==> src/rtl/core/wdls_pkg.sv <==
// ----------------------------------------------------------------------------
// wdls_pkg
// Shared types and constants of the weighted distance/load selector.
// ----------------------------------------------------------------------------
`default_nettype none

package wdls_pkg;

  localparam int STATUS_W   = 2;
  localparam int DIST_W     = 16;
  localparam int LOAD_W     = 10;
  localparam int BEST_IDX_W = 6;
  localparam int PROD_W     = DIST_W + LOAD_W;
  localparam int SCORE_W    = PROD_W + 1;

  localparam logic [STATUS_W-1:0] ST_UNREACHABLE = 2'd1;
  localparam logic [STATUS_W-1:0] ST_DOWN        = 2'd2;

  typedef struct packed {
    logic              elig;
    logic [LOAD_W-1:0] load;
    logic [DIST_W-1:0] distance;
  } entry_t;

  typedef struct packed {
    logic start;
    logic rd;
    logic emit;
  } ctrl_cmd_t;

  typedef struct packed {
    logic rd_end;
    logic pipe_empty;
  } dp_stat_t;

endpackage

`default_nettype wire

==> src/rtl/core/wdls_ctrl.sv <==
// ----------------------------------------------------------------------------
// wdls_ctrl
// Sequencer: load phase, scan of the stored candidates, result handoff.
// ----------------------------------------------------------------------------
`default_nettype none

module wdls_ctrl (
  input  wire                  clk,
  input  wire                  rst_n,
  input  wire                  in_valid,
  input  wire                  in_last,
  output logic                 in_stall,
  output logic                 out_valid,
  input  wire                  out_stall,
  output wdls_pkg::ctrl_cmd_t  cmd,
  input  wdls_pkg::dp_stat_t   stat
);

  localparam logic [1:0] S_IDLE  = 2'd0;
  localparam logic [1:0] S_SCAN  = 2'd1;
  localparam logic [1:0] S_DRAIN = 2'd2;

  logic [1:0] state_r;
  logic [1:0] state_nxt;
  logic       out_valid_r;
  logic       out_valid_nxt;
  logic       in_fire;
  logic       out_free;

  assign in_stall  = (state_r != S_IDLE);
  assign in_fire   = in_valid && !in_stall;
  assign out_free  = !out_valid_r || !out_stall;
  assign out_valid = out_valid_r;

  always_comb begin
    state_nxt = state_r;
    cmd       = '0;
    unique case (state_r)
      S_IDLE: begin
        if (in_fire && in_last) begin
          cmd.start = 1'b1;
          state_nxt = S_SCAN;
        end
      end
      S_SCAN: begin
        cmd.rd = 1'b1;
        if (stat.rd_end) begin
          state_nxt = S_DRAIN;
        end
      end
      S_DRAIN: begin
        if (stat.pipe_empty && out_free) begin
          cmd.emit  = 1'b1;
          state_nxt = S_IDLE;
        end
      end
      default: begin
        state_nxt = S_IDLE;
      end
    endcase
  end

  always_comb begin
    if (cmd.emit) begin
      out_valid_nxt = 1'b1;
    end else begin
      out_valid_nxt = out_valid_r && out_stall;
    end
  end

  always_ff @(posedge clk) begin
    if (!rst_n) begin
      state_r     <= S_IDLE;
      out_valid_r <= 1'b0;
    end else begin
      state_r     <= state_nxt;
      out_valid_r <= out_valid_nxt;
    end
  end

endmodule

`default_nettype wire

==> src/rtl/core/wdls_dp.sv <==
// ----------------------------------------------------------------------------
// wdls_dp
// Candidate store, eligible maxima, scoring pipeline and best tracking.
// ----------------------------------------------------------------------------
`default_nettype none

module wdls_dp #(
  parameter int MAX_CANDIDATES = 64
) (
  input  wire                                   clk,
  input  wire                                   rst_n,
  input  wire                                   in_fire,
  input  wire  [wdls_pkg::STATUS_W-1:0]         in_status,
  input  wire  [wdls_pkg::DIST_W-1:0]           in_distance,
  input  wire  [wdls_pkg::LOAD_W-1:0]           in_cpu_load,
  input  wire  [wdls_pkg::LOAD_W-1:0]           in_load_watermark,
  input  wdls_pkg::ctrl_cmd_t                   cmd,
  output wdls_pkg::dp_stat_t                    stat,
  output logic                                  out_found,
  output logic [wdls_pkg::BEST_IDX_W-1:0]       out_best_index
);

  localparam int IDX_W = $clog2(MAX_CANDIDATES);
  localparam int CNT_W = $clog2(MAX_CANDIDATES + 1);

  wdls_pkg::entry_t store_r [MAX_CANDIDATES];

  logic [CNT_W-1:0]                  count_r;
  logic [wdls_pkg::DIST_W-1:0]       max_dist_r;
  logic [wdls_pkg::LOAD_W-1:0]       max_load_r;
  logic [CNT_W-1:0]                  rd_idx_r;

  logic                              s1_v_r;
  logic [CNT_W-1:0]                  s1_idx_r;
  wdls_pkg::entry_t                  s1_q_r;

  logic                              s2_v_r;
  logic                              s2_elig_r;
  logic [CNT_W-1:0]                  s2_idx_r;
  logic [wdls_pkg::PROD_W-1:0]       s2_pd_r;
  logic [wdls_pkg::PROD_W-1:0]       s2_pl_r;

  logic                              have_r;
  logic [CNT_W-1:0]                  best_idx_r;
  logic [wdls_pkg::SCORE_W-1:0]      best_score_r;

  logic                              out_found_r;
  logic [wdls_pkg::BEST_IDX_W-1:0]   out_best_index_r;

  wdls_pkg::entry_t                  wr_entry;
  logic                              room;
  logic                              wr_en;
  logic [wdls_pkg::DIST_W-1:0]       dmax_eff;
  logic [wdls_pkg::LOAD_W-1:0]       lmax_eff;
  logic [wdls_pkg::SCORE_W-1:0]      s2_score;
  logic                              take;

  assign room  = (count_r < CNT_W'(MAX_CANDIDATES));
  assign wr_en = in_fire && room;

  assign wr_entry.distance = in_distance;
  assign wr_entry.load     = in_cpu_load;
  assign wr_entry.elig     = (in_status != wdls_pkg::ST_UNREACHABLE) &&
                             (in_status != wdls_pkg::ST_DOWN) &&
                             (in_cpu_load <= in_load_watermark);

  // a zero maximum acts as one; with zero distances this leaves the load term alone
  assign dmax_eff = (max_dist_r == '0) ? wdls_pkg::DIST_W'(1) : max_dist_r;
  assign lmax_eff = (max_load_r == '0) ? wdls_pkg::LOAD_W'(1) : max_load_r;

  assign s2_score = {1'b0, s2_pd_r} + {1'b0, s2_pl_r};
  assign take     = s2_v_r && s2_elig_r && (!have_r || (s2_score < best_score_r));

  assign stat.rd_end     = (rd_idx_r == (count_r - CNT_W'(1)));
  assign stat.pipe_empty = !s1_v_r && !s2_v_r;

  assign out_found      = out_found_r;
  assign out_best_index = out_best_index_r;

  always_ff @(posedge clk) begin
    if (wr_en) begin
      store_r[count_r[IDX_W-1:0]] <= wr_entry;
    end
  end

  always_ff @(posedge clk) begin
    if (cmd.rd) begin
      s1_q_r <= store_r[rd_idx_r[IDX_W-1:0]];
    end
  end

  always_ff @(posedge clk) begin
    if (!rst_n) begin
      count_r    <= '0;
      max_dist_r <= '0;
      max_load_r <= '0;
    end else if (cmd.emit) begin
      count_r    <= '0;
      max_dist_r <= '0;
      max_load_r <= '0;
    end else if (wr_en) begin
      count_r <= count_r + CNT_W'(1);
      if (wr_entry.elig && (in_distance > max_dist_r)) begin
        max_dist_r <= in_distance;
      end
      if (wr_entry.elig && (in_cpu_load > max_load_r)) begin
        max_load_r <= in_cpu_load;
      end
    end
  end

  always_ff @(posedge clk) begin
    if (!rst_n) begin
      rd_idx_r <= '0;
      s1_v_r   <= 1'b0;
      s2_v_r   <= 1'b0;
      have_r   <= 1'b0;
    end else begin
      s1_v_r <= cmd.rd;
      s2_v_r <= s1_v_r;
      if (cmd.start) begin
        rd_idx_r <= '0;
        have_r   <= 1'b0;
      end else begin
        if (cmd.rd) begin
          rd_idx_r <= rd_idx_r + CNT_W'(1);
        end
        if (take) begin
          have_r <= 1'b1;
        end
      end
    end
  end

  always_ff @(posedge clk) begin
    if (cmd.rd) begin
      s1_idx_r <= rd_idx_r;
    end
    s2_elig_r <= s1_q_r.elig;
    s2_idx_r  <= s1_idx_r;
    s2_pd_r   <= wdls_pkg::PROD_W'(s1_q_r.distance) * wdls_pkg::PROD_W'(lmax_eff);
    s2_pl_r   <= wdls_pkg::PROD_W'(s1_q_r.load) * wdls_pkg::PROD_W'(dmax_eff);
    if (take) begin
      best_idx_r   <= s2_idx_r;
      best_score_r <= s2_score;
    end
    if (cmd.emit) begin
      out_found_r      <= have_r;
      out_best_index_r <= have_r ? wdls_pkg::BEST_IDX_W'(best_idx_r) : '0;
    end
  end

endmodule

`default_nettype wire

==> src/rtl/core/weighted_distance_load_selector.sv <==
// ----------------------------------------------------------------------------
// weighted_distance_load_selector
// Picks the eligible server with the least normalized distance-plus-load score.
// ----------------------------------------------------------------------------
// Candidates transfer in one per cycle while in_stall is low and are written
// into an internal store while the eligible distance and load maxima are
// tracked. The transfer that carries in_last starts a scan: the store is read
// once per stored candidate through a read, multiply and compare pipeline, so
// in_stall stays high after the last transfer of a set until its result is
// emitted. The result waits in an output register, and the next set loads
// while it waits. Candidates beyond MAX_CANDIDATES in one set are dropped
// from the choice; in_last still ends the set.
`default_nettype none

module weighted_distance_load_selector #(
  parameter int MAX_CANDIDATES = 64
) (
  input  wire                                clk,
  input  wire                                rst_n,
  input  wire                                in_valid,
  output logic                               in_stall,
  input  wire  [wdls_pkg::STATUS_W-1:0]      in_status,
  input  wire  [wdls_pkg::DIST_W-1:0]        in_distance,
  input  wire  [wdls_pkg::LOAD_W-1:0]        in_cpu_load,
  input  wire  [wdls_pkg::LOAD_W-1:0]        in_load_watermark,
  input  wire                                in_last,
  output logic                               out_valid,
  input  wire                                out_stall,
  output logic                               out_found,
  output logic [wdls_pkg::BEST_IDX_W-1:0]    out_best_index
);

  wdls_pkg::ctrl_cmd_t cmd;
  wdls_pkg::dp_stat_t  stat;
  logic                in_fire;

  assign in_fire = in_valid && !in_stall;

  wdls_ctrl u_ctrl (
    .clk       (clk),
    .rst_n     (rst_n),
    .in_valid  (in_valid),
    .in_last   (in_last),
    .in_stall  (in_stall),
    .out_valid (out_valid),
    .out_stall (out_stall),
    .cmd       (cmd),
    .stat      (stat)
  );

  wdls_dp #(
    .MAX_CANDIDATES (MAX_CANDIDATES)
  ) u_dp (
    .clk               (clk),
    .rst_n             (rst_n),
    .in_fire           (in_fire),
    .in_status         (in_status),
    .in_distance       (in_distance),
    .in_cpu_load       (in_cpu_load),
    .in_load_watermark (in_load_watermark),
    .cmd               (cmd),
    .stat              (stat),
    .out_found         (out_found),
    .out_best_index    (out_best_index)
  );

endmodule

`default_nettype wire

==> config.mk <==
export PLATFORM = sky130hd
export DESIGN_NAME = weighted_distance_load_selector
export DESIGN_NICKNAME = d
export VERILOG_FILES = /design/src/rtl/core/wdls_pkg.sv /design/src/rtl/core/wdls_ctrl.sv /design/src/rtl/core/wdls_dp.sv /design/src/rtl/core/weighted_distance_load_selector.sv
export SDC_FILE = /design/constraint.sdc
export NUM_CORES = 2
export LEC_CHECK = 0
export ABC_CLOCK_PERIOD_IN_PS = 13600
export BUFFER_PORTS_ARGS = -buffer_cell sky130_fd_sc_hd__buf_2
export CAP_MARGIN = 0
export CORE_AREA = 8 8 453 455
export DETAILED_ROUTE_END_ITERATION = 16
export DIE_AREA = 0 0 461 463
export PLACE_DENSITY = 0.62
export SKIP_LAST_GASP = 1
export SYNTH_ARGS = -nofsm -noshare
export SYNTH_HDL_FRONTEND = slang
export SYNTH_SLANG_ARGS = --single-unit
==> constraint.sdc <==
create_clock -name clk -period 13.6 [get_ports clk]
set_input_delay 4.08 -clock clk [delete_from_list [all_inputs] [get_ports clk]]
set_output_delay 4.08 -clock clk [all_outputs]
set_load 0.05 [all_outputs]
==> run metrics <==
Post-CTS Hold Fix Bufs=0; Tmin final=~7.5 ns; Initial Utilization=42.6%; 1st-pass router iterations=5; routed vias=42716; Die H=463 um; DPL Wire Length=about 130000 um; dpl ws=5.19 ns; largest net degree at the start of global routing=between 100 and 150; area of the die=0.213 sq mm; commonest non-fill, non-tap cell in the layout=edfxtp_1; CP top delay family=compound AO/OA/AOI/OAI gates; gr ovfl total=0; crit path cell chain=buf_2 > buf_4 > ha_1 > a21o_1 > a21oi_1 > nor2b_1 > o41ai_1 > nand3_1 > a211oi_4 > mux2i_1; maximum vdd drop=~0.00011 V; CP Class=input port to flop; number of H-tree levels=4; FF+latch count, synth=about 1900; Fmax=133 MHz; clock-pin slew on the worst setup and hold paths=0.06 ns; FP Rows=between 150 and 200; I/O Buffers=51; Adder-Cell Fraction of Synth Area=8.39%; vias in the first global route=43357; CP peak stage delay=1.01 ns; Buf/Inv on CP=2; post-synth cell types=66; antenna violations before repair=25; # DRC=0; largest family of logic cells by synthesized area=multiplexers; share of the synthesized area in the top cell type=64.0%; GRT Total Usage=19.6%; ranking of synthesized cells by area=edfxtp_1 64%, mux4_2 14%, fa_1 5.2%; Synth area leader=edfxtp_1; CP startpoint kind=input port; CP max-delay cell=a211oi_4; Final setup viols=0; pwr dens=140 mW/mm^2; Root Driver=clkbuf_16; IO Pins=52; asr flop ratio synth=0%; final WL=212000 um; outcome=finished, violations left; Syn Std Cell Area=0.0845 sq mm; clock sinks=1906; Final GP Congestion=0.840; RSZ-0062 raised after global routing=false; Worst setup EP type=flop; Post-Synth Simple-Gate Area=4.16%; syn_area_per_cell=~18 sq um; CTS tree=done; final setup TNS=0 ns; drt wl/cell=28.1 um; failing checks=capacitance limit, slew limit; Compound-Gate Fraction of Synth Area=2.69%; synth warn=0; HP Class=flop to flop; Post-CTS Setup Inserts=0; sequential share of the synthesized area=66.5%; Final Hold Violating Endpoints=0; Num CTS Buffers=190; most frequent cells in the layout=1801 x edfxtp_1, 527 x mux4_2, 316 x inv_1; Worst Path Required=14.34 ns; leakage power=about 32 nW; Arr. time, crit path=8.25 ns; vias per inst=5.66; Synth Net Count=5096; ratio of cells with drive above 1 in the final layout=21.0%; Routed Antenna Nets=0; PostCTS Resize Cnt=0; Final Cycle Share=55.2%; placed inst area=0.0882 sq mm; clk buf depth=3; worst-skew pair later-pin latency=0.83 ns; area growth from synthesis to layout=12.0%; Die W=461 um; layout net count=5197; fin area=0.0946 sq mm; CORE AREA=0.198 sq mm; Final Skew=0.0593 ns; EDFF count, synth=1801; max_cap viols=1; setup ws final=approximately 6.1 ns; mux share of post-synthesis cell area=between 10% and 20%; measured slew at the worst slew-check pin=about 1.5 ns; top_reg_cell synth=edfxtp_1; Syn Inst Count=4619; max-slew violation count=2; Iteration-0 DRC Markers=around 4200; Slew HR=-1.77%; Worst Path Max Fanout=between 60 and 70; first-pass GRT wire length=between 300000 and 400000 um; XOR/XNOR Fraction of Synth Area=0.799%
==> stage by stage <==
step / util (%) / instances / hold WS, ns / power [mW]
finish: 47.7 / 7545 / 0.344 / 13.2
global route: 47.7 / 7538 / 0.349 / 13.7
CTS: 47.7 / 7536 / 0.348 / 13.3
detailed placement: 44.5 / 7184 / 0.344 / 8.05
global placement: 44.5 / 7184 / 0.328 / 8.03
floorplan: - / 4619 / 0.323 / 7.55
==> per-layer routing <==
metal  vias to the layer above  wire (um)  track usage [%]
met5                         -        238                0
li1                      18114          -                -
met2                      1510      99700             30.4
met1                     22776      86400             27.1
met3                       310      17700             4.83
met4                         6       7810             6.92
==> flip-flops by register name, indices dropped and copies added (netlist names), 7 cells and up <==
signal	count
u_dp.rd_idx_r	7
u_dp.count_r	7
u_dp.store_r	1728
u_dp.max_load_r	10
u_dp.s2_pl_r	26
u_dp.max_dist_r	16
u_dp.s2_pd_r	26
u_dp.s1_q_r	27
u_dp.best_score_r	27
==> area by class of cell <==
type | instances | area [sq um]
clock inverter | 111 | 1310
multi-input combinational | 2177 | 26600
inverter | 316 | 1190
tap | 2656 | 3320
sequential | 1906 | 56200
timing repair buffer | 129 | 903
fill | 16527 | 104000
antenna | 9 | 22.5
clock buffer | 241 | 5050
==> power breakdown <==
| part | leakage (nW) | internal (mW) | total [mW] | switching (mW) |
|---|---|---|---|---|
| registers | 17.1 | 6.52 | 6.61 | 0.0921 |
| clock network | 3.09 | 3.04 | 5.30 | 2.26 |
| logic | 11.5 | 0.513 | 1.31 | 0.799 |
| total | 31.6 | 10.1 | 13.2 | 3.15 |
==> logic make-up (layout without fill, tap and decap cells) <==
group | Yosys count | after routing
AO/OA/AOI/OAI | 352 | 352
XOR/XNOR | 77 | 77
adder cells (fa/ha/maj) | 434 | 434
buffers and inverters | 536 | 797
flip-flops | 1906 | 1906
multiplexers | 595 | 595
other | 0 | 9
AND/OR/NAND/NOR | 719 | 719
==> final timing paths <==
kind                                          from                  end  slack (ns)  cells after the start
worst max-delay path                in_cpu_load[7]  u_dp.max_dist_r[10]        6.09                     10
worst max register to register  u_dp.max_dist_r[7]     u_dp.s2_pl_r[24]        7.69                     17
worst min register to register     u_dp.s1_q_r[26]       u_dp.s2_elig_r        0.34                      0
worst min-delay path               u_dp.s1_q_r[26]       u_dp.s2_elig_r        0.34                      0
==> synthesized netlist by cell type (all sizes together) (11+ instances only) <==
master  number
o21bai      11
ha         213
xnor2       49
and3        12
nor3        15
inv        316
nand3       25
dfxtp      105
buf         84
nor2       118
xor2        28
a21oi      121
edfxtp    1801
and2       156
a21o        50
fa         221
a211oi      50
mux2i       68
nor2b       60
nand4       16
o21a        14
o21ai       47
nand2      273
clkbuf     136
mux4       527
Note: power is estimated with default switching activity, not from simulation.
